$ cat config.mk
export PLATFORM = sky130hd
export DESIGN_NAME = revision_reorder_buffer_unit
export DESIGN_NICKNAME = d
export VERILOG_FILES = /design/src/rtl/rrb_pkg.sv /design/src/rtl/rrb_cmp.sv /design/src/rtl/rrb_slots.sv /design/src/rtl/revision_reorder_buffer_unit.sv
export SDC_FILE = /design/constraint.sdc
export NUM_CORES = 2
export LEC_CHECK = 0
export BUFFER_PORTS_ARGS = -buffer_cell sky130_fd_sc_hd__buf_2
export CORE_ASPECT_RATIO = 0.5
export CORE_MARGIN = 5
export CORE_UTILIZATION = 56
export CTS_BUF_LIST = sky130_fd_sc_hd__clkbuf_8
export DETAILED_ROUTE_END_ITERATION = 12
export PLACE_DENSITY = 0.73
export SLEW_MARGIN = 20
export SYNTH_ARGS = -nofsm -noshare
export SYNTH_HDL_FRONTEND = slang
export SYNTH_HIERARCHICAL = 1
export SYNTH_SLANG_ARGS = --single-unit
$ cat constraint.sdc
create_clock -name clock -period 14.8 [get_ports clock]
set_input_delay 0 -clock clock [delete_from_list [all_inputs] [get_ports clock]]
set_output_delay 0 -clock clock [all_outputs]
set_load 0.005 [all_outputs]
$ cat src/rtl/rrb_pkg.sv
// Package for the revision reorder buffer: sizes, message and status codes,
// item structs and the slot-store control struct. No dependencies.
package rrb_pkg;

   localparam int BUFFER_SLOTS = 8;
   localparam int SLOT_IDX_W   = (BUFFER_SLOTS > 1) ? $clog2(BUFFER_SLOTS) : 1;
   localparam int REV_W        = 64;
   localparam int VALUE_W      = 64;

   localparam logic [2:0] MSG_SNAPSHOT     = 3'd0;
   localparam logic [2:0] MSG_FULL_SET     = 3'd1;
   localparam logic [2:0] MSG_PATCH        = 3'd2;
   localparam logic [2:0] MSG_CONNECTED    = 3'd3;
   localparam logic [2:0] MSG_DISCONNECTED = 3'd4;

   localparam logic [2:0] PATH_NOTIFY = 3'd5;
   localparam logic [2:0] PATH_MAX    = 3'd5;

   localparam logic [2:0] ST_UNCHANGED  = 3'd0;
   localparam logic [2:0] ST_CHANGED    = 3'd1;
   localparam logic [2:0] ST_BUFFERED   = 3'd2;
   localparam logic [2:0] ST_NEEDS_SNAP = 3'd3;
   localparam logic [2:0] ST_ERROR      = 3'd4;

   localparam logic KIND_UPDATE = 1'b0;
   localparam logic KIND_STATUS = 1'b1;

   typedef struct packed {
      logic [2:0]         req_type;
      logic               payload_ok;
      logic [REV_W-1:0]   msg_revision;
      logic [2:0]         field_path;
      logic [VALUE_W-1:0] field_value;
   } rrb_req_type;

   typedef struct packed {
      logic               kind;
      logic [2:0]         status;
      logic [2:0]         out_path;
      logic [VALUE_W-1:0] out_value;
      logic [REV_W-1:0]   current_revision;
      logic               in_sync;
      logic               last;
   } rrb_rsp_type;

   typedef struct packed {
      logic                  clear_all;
      logic                  free_en;
      logic [SLOT_IDX_W-1:0] free_idx;
      logic                  wr_en;
      logic [SLOT_IDX_W-1:0] wr_idx;
      logic [REV_W-1:0]      wr_rev;
      logic [2:0]            wr_path;
      logic [VALUE_W-1:0]    wr_value;
   } rrb_slot_ctrl_type;

endpackage

$ cat src/rtl/rrb_cmp.sv
// Shared revision compare unit: one magnitude compare and one equality.
// Depends on rrb_pkg.
module rrb_cmp import rrb_pkg::*; (
   input  logic [REV_W-1:0] cmp_x,
   input  logic [REV_W-1:0] cmp_y,
   input  logic [REV_W-1:0] cmp_z,
   output logic             x_le_y,
   output logic             x_eq_z
);

   assign x_le_y = (cmp_x <= cmp_y);
   assign x_eq_z = (cmp_x == cmp_z);

endmodule

$ cat src/rtl/rrb_slots.sv
// Early-update slot store: used bits, revision, path and value per slot,
// one scan read port, one write port, one free port. Depends on rrb_pkg.
module rrb_slots import rrb_pkg::*; (
   input  logic                  clock,
   input  logic                  reset,
   input  rrb_slot_ctrl_type     ctrl,
   input  logic [SLOT_IDX_W-1:0] rd_idx,
   output logic                  rd_used,
   output logic [REV_W-1:0]      rd_rev,
   output logic [2:0]            rd_path,
   output logic [VALUE_W-1:0]    rd_value
);

   logic [BUFFER_SLOTS-1:0] used_ff, used_in;
   logic [REV_W-1:0]        rev_ff   [BUFFER_SLOTS];
   logic [2:0]              path_ff  [BUFFER_SLOTS];
   logic [VALUE_W-1:0]      value_ff [BUFFER_SLOTS];

   always_comb begin
      used_in = used_ff;
      if (ctrl.clear_all) begin
         used_in = '0;
      end else begin
         if (ctrl.free_en) begin
            used_in[ctrl.free_idx] = 1'b0;
         end
         if (ctrl.wr_en) begin
            used_in[ctrl.wr_idx] = 1'b1;
         end
      end
   end

   always_ff @(posedge clock) begin
      if (reset) begin
         used_ff <= '0;
      end else begin
         used_ff <= used_in;
      end
   end

   always_ff @(posedge clock) begin
      if (ctrl.wr_en) begin
         rev_ff[ctrl.wr_idx]   <= ctrl.wr_rev;
         path_ff[ctrl.wr_idx]  <= ctrl.wr_path;
         value_ff[ctrl.wr_idx] <= ctrl.wr_value;
      end
   end

   assign rd_used  = used_ff[rd_idx];
   assign rd_rev   = rev_ff[rd_idx];
   assign rd_path  = path_ff[rd_idx];
   assign rd_value = value_ff[rd_idx];

endmodule

$ cat src/rtl/revision_reorder_buffer_unit.sv
// Revision reorder buffer top level: sequencer, output register, shared
// compare unit and slot store. Depends on rrb_pkg, rrb_cmp, rrb_slots.
//
// Usage:
//   req_* takes one message item (valid/ready). req_ready is high only when
//   the sequencer is idle; an item is then worked on alone until its final
//   status item has been loaded into the output register.
//   rsp_* gives result items (valid/ready): zero or more applied updates,
//   then one status item with last set.
//   Per item: connect, disconnect, other, errors found at decode and stale updates
//   go straight to the status item; an in-order apply loads one update item first;
//   an update that is stored scans every slot; a snapshot scans all slots once per
//   replayed update and once more, one slot per cycle through the shared compare unit.
//   Result items are held in a single output register; while the receiver
//   stalls the sequencer waits before loading the next one, and the next
//   message can be taken while the final status item waits.
//   Reset (synchronous): revision 0, in sync, all slots free, no item pending.
module revision_reorder_buffer_unit import rrb_pkg::*; (
   input  logic        clock,
   input  logic        reset,
   input  logic        req_valid,
   output logic        req_ready,
   input  rrb_req_type req_data,
   output logic        rsp_valid,
   input  logic        rsp_ready,
   output rrb_rsp_type rsp_data
);

   typedef enum logic [7:0] {
      S_IDLE       = 8'b0000_0001,
      S_DECODE     = 8'b0000_0010,
      S_STORE      = 8'b0000_0100,
      S_STORE_WR   = 8'b0000_1000,
      S_REPLAY     = 8'b0001_0000,
      S_REPLAY_END = 8'b0010_0000,
      S_APPLY      = 8'b0100_0000,
      S_STATUS     = 8'b1000_0000
   } state_type;

   state_type             state_ff, state_in;
   rrb_req_type           req_ff, req_in;
   logic [REV_W-1:0]      held_ff, held_in;
   logic [REV_W-1:0]      held_plus_ff, held_plus_in;
   logic                  resync_ff, resync_in;
   logic [SLOT_IDX_W-1:0] idx_ff, idx_in;
   logic [2:0]            status_ff, status_in;
   logic                  dup_ff, dup_in;
   logic                  free_found_ff, free_found_in;
   logic [SLOT_IDX_W-1:0] free_idx_ff, free_idx_in;
   logic                  next_found_ff, next_found_in;
   logic [SLOT_IDX_W-1:0] next_idx_ff, next_idx_in;
   logic [2:0]            next_path_ff, next_path_in;
   logic [VALUE_W-1:0]    next_value_ff, next_value_in;
   logic                  gap_ff, gap_in;
   logic                  rsp_valid_ff, rsp_valid_in;
   rrb_rsp_type           rsp_ff, rsp_in;

   rrb_slot_ctrl_type     slot_ctrl;
   logic                  rd_used;
   logic [REV_W-1:0]      rd_rev;
   logic [2:0]            rd_path;
   logic [VALUE_W-1:0]    rd_value;

   logic [REV_W-1:0]      cmp_x, cmp_z;
   logic                  x_le_y, x_eq_z;
   logic                  out_free, last_idx, upd_bad;

   rrb_cmp u_cmp (
      .cmp_x  (cmp_x),
      .cmp_y  (held_ff),
      .cmp_z  (cmp_z),
      .x_le_y (x_le_y),
      .x_eq_z (x_eq_z)
   );

   rrb_slots u_slots (
      .clock    (clock),
      .reset    (reset),
      .ctrl     (slot_ctrl),
      .rd_idx   (idx_ff),
      .rd_used  (rd_used),
      .rd_rev   (rd_rev),
      .rd_path  (rd_path),
      .rd_value (rd_value)
   );

   assign cmp_x    = (state_ff == S_DECODE) ? req_ff.msg_revision : rd_rev;
   assign cmp_z    = (state_ff == S_STORE) ? req_ff.msg_revision : held_plus_ff;
   assign out_free = !rsp_valid_ff || rsp_ready;
   assign last_idx = (idx_ff == SLOT_IDX_W'(BUFFER_SLOTS - 1));
   assign upd_bad  = !req_ff.payload_ok || (req_ff.field_path > PATH_MAX) ||
                     ((req_ff.req_type == MSG_PATCH) && (req_ff.field_path == PATH_NOTIFY));

   always_comb begin
      state_in      = state_ff;
      req_in        = req_ff;
      held_in       = held_ff;
      held_plus_in  = held_plus_ff;
      resync_in     = resync_ff;
      idx_in        = idx_ff;
      status_in     = status_ff;
      dup_in        = dup_ff;
      free_found_in = free_found_ff;
      free_idx_in   = free_idx_ff;
      next_found_in = next_found_ff;
      next_idx_in   = next_idx_ff;
      next_path_in  = next_path_ff;
      next_value_in = next_value_ff;
      gap_in        = gap_ff;
      rsp_valid_in  = rsp_ready ? 1'b0 : rsp_valid_ff;
      rsp_in        = rsp_ff;
      slot_ctrl     = '0;
      slot_ctrl.wr_idx   = free_idx_ff;
      slot_ctrl.wr_rev   = req_ff.msg_revision;
      slot_ctrl.wr_path  = req_ff.field_path;
      slot_ctrl.wr_value = req_ff.field_value;

      case (state_ff)
         S_IDLE: begin
            if (req_valid) begin
               req_in   = req_data;
               state_in = S_DECODE;
            end
         end
         S_DECODE: begin
            status_in = ST_UNCHANGED;
            state_in  = S_STATUS;
            idx_in    = '0;
            dup_in        = 1'b0;
            free_found_in = 1'b0;
            next_found_in = 1'b0;
            gap_in        = 1'b0;
            case (req_ff.req_type)
               MSG_SNAPSHOT: begin
                  if (!req_ff.payload_ok) begin
                     status_in = ST_ERROR;
                  end else begin
                     held_in      = req_ff.msg_revision;
                     held_plus_in = req_ff.msg_revision + REV_W'(1);
                     state_in     = S_REPLAY;
                  end
               end
               MSG_FULL_SET, MSG_PATCH: begin
                  if (upd_bad) begin
                     status_in = ST_ERROR;
                  end else if (x_le_y) begin
                     status_in = ST_UNCHANGED;
                  end else if (resync_ff) begin
                     status_in = ST_BUFFERED;
                     state_in  = S_STORE;
                  end else if (!x_eq_z) begin
                     resync_in = 1'b1;
                     status_in = ST_NEEDS_SNAP;
                     state_in  = S_STORE;
                  end else begin
                     held_in      = req_ff.msg_revision;
                     held_plus_in = req_ff.msg_revision + REV_W'(1);
                     state_in     = S_APPLY;
                  end
               end
               MSG_CONNECTED: begin
                  resync_in = 1'b1;
               end
               MSG_DISCONNECTED: begin
                  resync_in           = 1'b0;
                  slot_ctrl.clear_all = 1'b1;
               end
               default: begin
                  status_in = ST_UNCHANGED;
               end
            endcase
         end
         S_STORE: begin
            if (rd_used && x_eq_z) begin
               dup_in = 1'b1;
            end
            if (!rd_used && !free_found_ff) begin
               free_found_in = 1'b1;
               free_idx_in   = idx_ff;
            end
            if (last_idx) begin
               state_in = S_STORE_WR;
            end else begin
               idx_in = idx_ff + SLOT_IDX_W'(1);
            end
         end
         S_STORE_WR: begin
            if (!dup_ff) begin
               if (free_found_ff) begin
                  slot_ctrl.wr_en = 1'b1;
               end else begin
                  status_in = ST_ERROR;
               end
            end
            state_in = S_STATUS;
         end
         S_REPLAY: begin
            if (rd_used) begin
               if (x_le_y) begin
                  slot_ctrl.free_en  = 1'b1;
                  slot_ctrl.free_idx = idx_ff;
               end else if (x_eq_z) begin
                  next_found_in = 1'b1;
                  next_idx_in   = idx_ff;
                  next_path_in  = rd_path;
                  next_value_in = rd_value;
               end else begin
                  gap_in = 1'b1;
               end
            end
            if (last_idx) begin
               state_in = S_REPLAY_END;
            end else begin
               idx_in = idx_ff + SLOT_IDX_W'(1);
            end
         end
         S_REPLAY_END: begin
            if (!next_found_ff) begin
               resync_in = gap_ff;
               status_in = gap_ff ? ST_NEEDS_SNAP : ST_CHANGED;
               state_in  = S_STATUS;
            end else if (out_free) begin
               slot_ctrl.free_en  = 1'b1;
               slot_ctrl.free_idx = next_idx_ff;
               held_in      = held_plus_ff;
               held_plus_in = held_plus_ff + REV_W'(1);
               rsp_valid_in = 1'b1;
               rsp_in.kind             = KIND_UPDATE;
               rsp_in.status           = ST_CHANGED;
               rsp_in.out_path         = next_path_ff;
               rsp_in.out_value        = next_value_ff;
               rsp_in.current_revision = held_plus_ff;
               rsp_in.in_sync          = !resync_ff;
               rsp_in.last             = 1'b0;
               idx_in        = '0;
               next_found_in = 1'b0;
               gap_in        = 1'b0;
               state_in      = S_REPLAY;
            end
         end
         S_APPLY: begin
            if (out_free) begin
               rsp_valid_in = 1'b1;
               rsp_in.kind             = KIND_UPDATE;
               rsp_in.status           = ST_CHANGED;
               rsp_in.out_path         = req_ff.field_path;
               rsp_in.out_value        = req_ff.field_value;
               rsp_in.current_revision = held_ff;
               rsp_in.in_sync          = !resync_ff;
               rsp_in.last             = 1'b0;
               status_in = ST_CHANGED;
               state_in  = S_STATUS;
            end
         end
         S_STATUS: begin
            if (out_free) begin
               rsp_valid_in = 1'b1;
               rsp_in.kind             = KIND_STATUS;
               rsp_in.status           = status_ff;
               rsp_in.out_path         = '0;
               rsp_in.out_value        = '0;
               rsp_in.current_revision = held_ff;
               rsp_in.in_sync          = !resync_ff;
               rsp_in.last             = 1'b1;
               state_in = S_IDLE;
            end
         end
         default: begin
            state_in = S_IDLE;
         end
      endcase
   end

   always_ff @(posedge clock) begin
      if (reset) begin
         state_ff      <= S_IDLE;
         held_ff       <= '0;
         held_plus_ff  <= REV_W'(1);
         resync_ff     <= 1'b0;
         rsp_valid_ff  <= 1'b0;
      end else begin
         state_ff      <= state_in;
         held_ff       <= held_in;
         held_plus_ff  <= held_plus_in;
         resync_ff     <= resync_in;
         rsp_valid_ff  <= rsp_valid_in;
      end
   end

   always_ff @(posedge clock) begin
      req_ff        <= req_in;
      idx_ff        <= idx_in;
      status_ff     <= status_in;
      dup_ff        <= dup_in;
      free_found_ff <= free_found_in;
      free_idx_ff   <= free_idx_in;
      next_found_ff <= next_found_in;
      next_idx_ff   <= next_idx_in;
      next_path_ff  <= next_path_in;
      next_value_ff <= next_value_in;
      gap_ff        <= gap_in;
      rsp_ff        <= rsp_in;
   end

   assign req_ready = (state_ff == S_IDLE);
   assign rsp_valid = rsp_valid_ff;
   assign rsp_data  = rsp_ff;

   a_busy_after_accept: assert property (@(posedge clock) disable iff (reset)
      (req_valid && req_ready) |=> !req_ready)
      else $error("accepted a message while one is in progress");

   a_status_is_last: assert property (@(posedge clock) disable iff (reset)
      (rsp_valid && (rsp_data.kind == KIND_STATUS)) |-> rsp_data.last)
      else $error("status item without last");

   a_update_changed: assert property (@(posedge clock) disable iff (reset)
      (rsp_valid && (rsp_data.kind == KIND_UPDATE)) |->
      ((rsp_data.status == ST_CHANGED) && !rsp_data.last))
      else $error("applied update item with bad status or last");

   a_needs_snap_out_of_sync: assert property (@(posedge clock) disable iff (reset)
      (rsp_valid && (rsp_data.kind == KIND_STATUS) && (rsp_data.status == ST_NEEDS_SNAP))
      |-> !rsp_data.in_sync)
      else $error("needs-snapshot status while in sync");

endmodule

# ---- After elaboration in Yosys (flattened, before gate mapping)
# Memories as Yosys holds them, arrays and structs flattened. A register that Yosys moved wholly into a read port is not among the register bits.
# Cells that the tools add are included.
dict set report classes {
  order_cmp 7
  n_bitwise 4
  reduce_logical 37
  n_mux 104
  add_sub_neg 3
  n_eq_ne 40
}
# cell n
set ops {}
lappend ops {{$mux 64} 16}
lappend ops {{$mux 137} 4}
lappend ops {{$pmux 64 s2} 4}
lappend ops {{$pmux 137 s3} 1}
lappend ops {{$add 64x1->64 const B} 2}
lappend ops {{$mux 8} 14}
lappend ops {{$eq 64x64->1} 1}
lappend ops {{$le 64x64->1} 1}
lappend ops {{$pmux 8 s8} 1}
lappend ops {{$mux 1} 30}
lappend ops {{$mux 3} 10}
lappend ops {{$ne 2x2->1 const B} 15}
lappend ops {{$ne 3x3->1 const B} 6}
lappend ops {{$mux 4} 4}
lappend ops {{$pmux 8 s2} 1}
lappend ops {{$reduce_and 5->1} 3}
lappend ops {{$lt 3x4->1 const B} 3}
lappend ops {{$pmux 3 s4} 1}
lappend ops {{$reduce_and 4->1} 3}
lappend ops {{$reduce_and 6->1} 2}
lappend ops {{$eq 3x3->1 const B} 3}
lappend ops {{$pmux 1 s3} 3}
lappend ops {{$pmux 3 s3} 1}
lappend ops {{$reduce_and 9->1} 1}
lappend ops {{36 further kinds} 65}
dict set report word_totals {
  regBits 434
  mem_bits_rw 1048
  output_inout_bits 139
  inputBits 139
  n_memories 3
  word_cells 224
}
# memory words width rd rd_ports_with_merged_regs wr line
set memory_table {}
lappend memory_table {u_slots.rev_ff 8 64 1 1 1 rrb_slots.sv:15} ;# logic [REV_W-1:0] rev_ff [BUFFER_SLOTS];
lappend memory_table {u_slots.value_ff 8 64 1 1 1 rrb_slots.sv:17} ;# logic [VALUE_W-1:0] value_ff [BUFFER_SLOTS];
lappend memory_table {u_slots.path_ff 8 3 1 1 1 rrb_slots.sv:16} ;# logic [2:0] path_ff [BUFFER_SLOTS];

# ---- Longest topological paths before layout
dict set report depth {
  word_depth 16
  depth_mapped 25
  mapped_depth_nobuf 18
}

# ---- Modules after synthesis
# Netlist, hierarchy kept.
# module area_each_um2 cells_each n_inst seq_area_each_um2
set modules_own_cells {}
lappend modules_own_cells {rrb_slots 40336.2 1566 1 31630.3}
lappend modules_own_cells {revision_reorder_buffer_unit 23587.6 2294 1 13392.8}
lappend modules_own_cells {rrb_cmp 2351.0 316 1 0.0}

# ---- Worst setup path before layout
# Ideal clock, no wire load.
dict set report synth_timing {
  path_kind {flip-flop to flip-flop}
  start {reg state_ff[7]}
  end {reg u_slots.used_ff[5]}
  period_less_slack_ns 12.051
  setup_slack_ns 2.749
  setup_ns 0.101
  t_arrival_ns 11.950
  path_buffers 1
  required_ns 14.699
  stages_incl_launch_ff 8
  cell_sequence {dfxtp_1 -> nor4_4 -> buf_6 -> and4b_1 -> and3b_1 -> nand2_1 -> nor3b_1 -> o21ba_2}
}
# item line
set synth_rtl {}
lappend synth_rtl {{start: declaration} revision_reorder_buffer_unit.sv:40} ;# state_type state_ff, state_in;
lappend synth_rtl {{start signal: assignment} revision_reorder_buffer_unit.sv:282} ;# state_ff <= state_in;
lappend synth_rtl {{end signal: assignment} rrb_slots.sv:37} ;# used_ff <= used_in;
lappend synth_rtl {{end: declaration} rrb_slots.sv:14} ;# logic [BUFFER_SLOTS-1:0] used_ff, used_in;

==> flow_summary_export.csv <==
group,metric,value,unit
floorplan,core-area,0.1177,sq mm
yosys,synthMuxAreaShare,14.71,%
routing,highest_layer,"met5",
power,power.total,8.826,mW
placed_design,portBuffers,277,
sta,slew_headroom,24.92,%
worst_setup_path,cp.required,15.62,ns
yosys,synth_cell_type_count,91,
outcome,status,"complete, no violations",
clocking,worstSkewPairLatency,0.92,ns
cells_and_area,nets,4960,
routing,totalWireLength,170300,um
sta,fin_skew,0.04852,ns
hold_path,hold_class,"in -> reg",
yosys,async_reset_ff_share,0,%
routing,vias,40658,
clocking,cts_buffers,206,
grt,overflow,0,
worst_setup_path,worst_ep_arrival_time,8.94,ns
clocking,clockBufferDepth,3,
floorplan,die-area,0.1257,sq mm
yosys,synth_top_flop_cell,"edfxtp_1",
power,p_clk_share,36.8,%
routing,met1_length,69310,um
grt,grt_pass1_wl,253500,um
worst_setup_path,path_cells,"buf_12, mux4_1, mux2_2, nand2_1, o21ai_0, ha_1, nand4_2, nor4_4, nand3_1, a21oi_1, nand4b_1, o21ai_1, nor2b_1, nor2_1, or4_1, buf_4, nand2_4, buf_4, and3_1, a211oi_1, a211oi_1",
floorplan,io_pins,278,
grt,grt_usage,26.85,%
cells_and_area,syn2layout_area_growth,14.72,%
power,p_leak,26.12,nW
hold_path,min_from,"reset",
placed_design,placed_area,0.06916,sq mm
cells_and_area,layout-drive-gt1-share,21.99,%
sta,slew_viol_final,0,
power,p_sw,2.069,mW
floorplan,die_h,253.3,um
power,p_int,6.757,mW
routing,drt.antenna.violating_nets,0,
yosys,netlist_instances,4176,
routing,wl_per_cell,26.12,um
yosys,synth-seq-area-share,67.93,%
worst_setup_path,worstSetupPathType,"reg -> reg",
sta,worst_slew_pin_slew,1.126,ns
routing,drc_errors,0,
routing,wl_met3,14550,um
grt,grt_max_degree,136,
sta,hold_violations,0,
clocking,cts_root_buf,"clkbuf_8",
cells_and_area,final_core_util,64.59,%
grt,antenna_found_initial,5,
routing,dr.pass1.iters,6,
routing,vias_per_cell,6.237,
sta,max_freq,123.0,MHz
yosys,synth.avg_cell_area,15.87,sq um
power,pwr_density_cell,116.1,mW/mm^2
routing,met2_length,81420,um
worst_setup_path,endpoint_kind,"register",
sta,fin_crit_sh,54.93,%
yosys,synth_nets,4382,
worst_setup_path,cp_slowest_cell,"edfxtp_1",
yosys,synth_compound_area_share,5.133,%
yosys,synth_seq_cells,1548,
floorplan,die_w,496.5,um
sta,tns,0,ns
worst_setup_path,slowest_delay,0.76,ns
power,swShare,23.44,%
yosys,yosysWarnings,6,
yosys,synthAdderAreaFrac,1.265,%
yosys,synth-edff-count,1402,
sta,fin_crit,8.129,ns
worst_setup_path,setup.worst_path.start,"idx_ff[0]",
clocking,ctsResizeCount,0,
cells_and_area,stdcell_count,6519,
clocking,clkSinkCount,1548,
floorplan,start_util,56.31,%
power,combinationalPowerShare,6.4,%
placed_design,routabilityCongestion,0.9654,
job,maxCapViolCount,0,
worst_setup_path,regToRegStartpoint,"idx_ff[0]",
cells_and_area,fin_area,0.07603,sq mm
yosys,yosys.area_share.simple,7.402,%
yosys,syn-cell-area,0.06627,sq mm
placed_design,dp_hpwl,97920,um
clocking,post_cts_buffers,0,
routing,drtIter0Drc,4599,
yosys,synth_top_family_by_area,"multiplexers",
worst_setup_path,cp_max_fo,101,
sta,grt_setup_unrepaired,"false",
clocking,cts_htree_levels,4,
yosys,synth_xor_area_share,1.031,%
grt,grt_pass1_vias,40452,
power,peakVddDrop,0.0001009,V
floorplan,num_rows,89,
clocking,clkTransAtPathRegs,0.07,ns
sta,setup_viol,0,
worst_setup_path,cp-start-kind,"register",
clocking,cts_tree,"built",
placed_design,dp_cells,5865,
power,p_seq_share,56.8,%
[area by class of cell]
class | instances | area (sq um)
repair buffers | 633 | 4823
fillers | 8084 | 41680
clock inverters | 158 | 1100
diodes | 3 | 7.507
multi-input cells | 2274 | 19680
inverters | 91 | 371.6
clock buffers | 220 | 3028
flip-flops and latches | 1548 | 45020
well taps | 1592 | 1992
[cells in the final DEF, fill, tap and decap left out, drive strengths merged, types with 84 or more instances in the layout]
cell         netlist  layout
clkbuf           170     220
clkinv             2      84
o21ai            151     151
a21oi            110     110
nor2             139     139
dfxtp            146     146
edfxtp          1402    1402
mux2             265     265
mux4             264     264
inv               89     147
nand2            527     527
buf               93     360
dlygate4sd3        0     273
[through the flow]
step | setup WS (ns) | hold WS (ns)
after floorplan | 2.749 | 0.09887
after global placement | 6.961 | 0.1764
after detailed placement | 6.787 | 0.1781
after CTS | 6.730 | 0.08495
after global routing | 6.209 | 0.1512
final | 6.671 | 0.1738
[metal layers]
| metal | up-vias | GRT usage [%] |
|---|---|---|
| met4 | 2 | 9.261 |
| met1 | 20644 | 37.17 |
| met5 | - | 0 |
| met2 | 2032 | 43.00 |
| met3 | 323 | 5.637 |
| li1 | 17657 | - |
[worst max-delay path: cells and delay by family (launching register included)]
family,cells,cell delay (ns)
AND/OR/NAND/NOR,10,3.09
buffers and inverters,3,1.51
AO/OA/AOI/OAI,5,1.13
multiplexers,2,0.92
flip-flops,1,0.76
adder cells (fa/ha/maj),1,0.42
[cell families after synthesis]
group	count (synthesis)
flops	1548
simple gates	1042
compound gates	523
buf+inv	354
mux	564
fa+ha+maj	67
xor+xnor	78
[Yosys cell counts, types with 8 or more instances]
master | instances | area (sq um)
nor3_1 | 57 | 285.3
nor4_1 | 39 | 244.0
and2_1 | 10 | 62.56
a31oi_1 | 34 | 212.7
nor2b_1 | 11 | 68.82
a211oi_1 | 43 | 322.8
mux2i_1 | 35 | 350.3
nand3_1 | 65 | 325.3
a21oi_1 | 110 | 550.5
xor2_1 | 70 | 613.1
a22oi_1 | 15 | 112.6
clkbuf_1 | 169 | 634.4
nand4b_1 | 8 | 70.07
mux4_1 | 125 | 3284
or3_1 | 15 | 93.84
o211ai_1 | 22 | 165.2
dfxtp_1 | 146 | 2923
a21boi_0 | 10 | 75.07
buf_6 | 15 | 168.9
o21ai_0 | 149 | 745.7
nor3b_1 | 11 | 82.58
nand4_1 | 77 | 481.7
a311oi_1 | 23 | 201.4
xnor2_1 | 8 | 70.07
inv_1 | 89 | 334.1
and3_1 | 23 | 143.9
o21a_1 | 13 | 97.59
ha_1 | 67 | 838.3
and4_1 | 10 | 87.58
nor2_1 | 138 | 518.0
mux4_2 | 139 | 3131
or4_1 | 10 | 75.07
edfxtp_1 | 1402 | 42100
buf_8 | 15 | 225.2
mux2_2 | 264 | 2973
nand2_1 | 526 | 1974
nand2b_1 | 13 | 81.33
buf_1 | 44 | 165.2
buf_2 | 14 | 70.07
[registers in the layout, summed over array words and instances (netlist names), 8 cells and up]
name              flops
u_slots/path_ff      24
next_value_ff        64
u_slots/used_ff       8
state_ff              8
held_ff              64
u_slots/rev_ff      512
u_slots/value_ff    512
req_ff              135
held_plus_ff         64
rsp_data            136
[repair_timing]
action                                 in CTS  in global routing
setup endpoints to repair                   0                  0
endpoints found under the hold margin     205                  0
hold buffers                              273                  0
[final timing paths]
check                           to  slack [ns]  cells after the start
setup / recovery  held_plus_ff[58]        6.67                     21
hold / removal     held_plus_ff[5]        0.17                      3
setup reg to reg  held_plus_ff[58]        6.67                     21
hold reg to reg        held_ff[37]        0.48                      2
[power by group through the flow]
stage | Clock [mW] | Combinational, mW | Sequential (mW)
after CTS | 3.31 | 0.558 | 5.01
after global routing | 3.52 | 0.603 | 5.02
after detailed placement | 0 | 0.500 | 5.11
final | 3.25 | 0.566 | 5.01
after floorplan | 0 | 0.329 | 5.07
after global placement | 0 | 0.490 | 5.10
No activity file was read; power rests on OpenSTA's default activity.
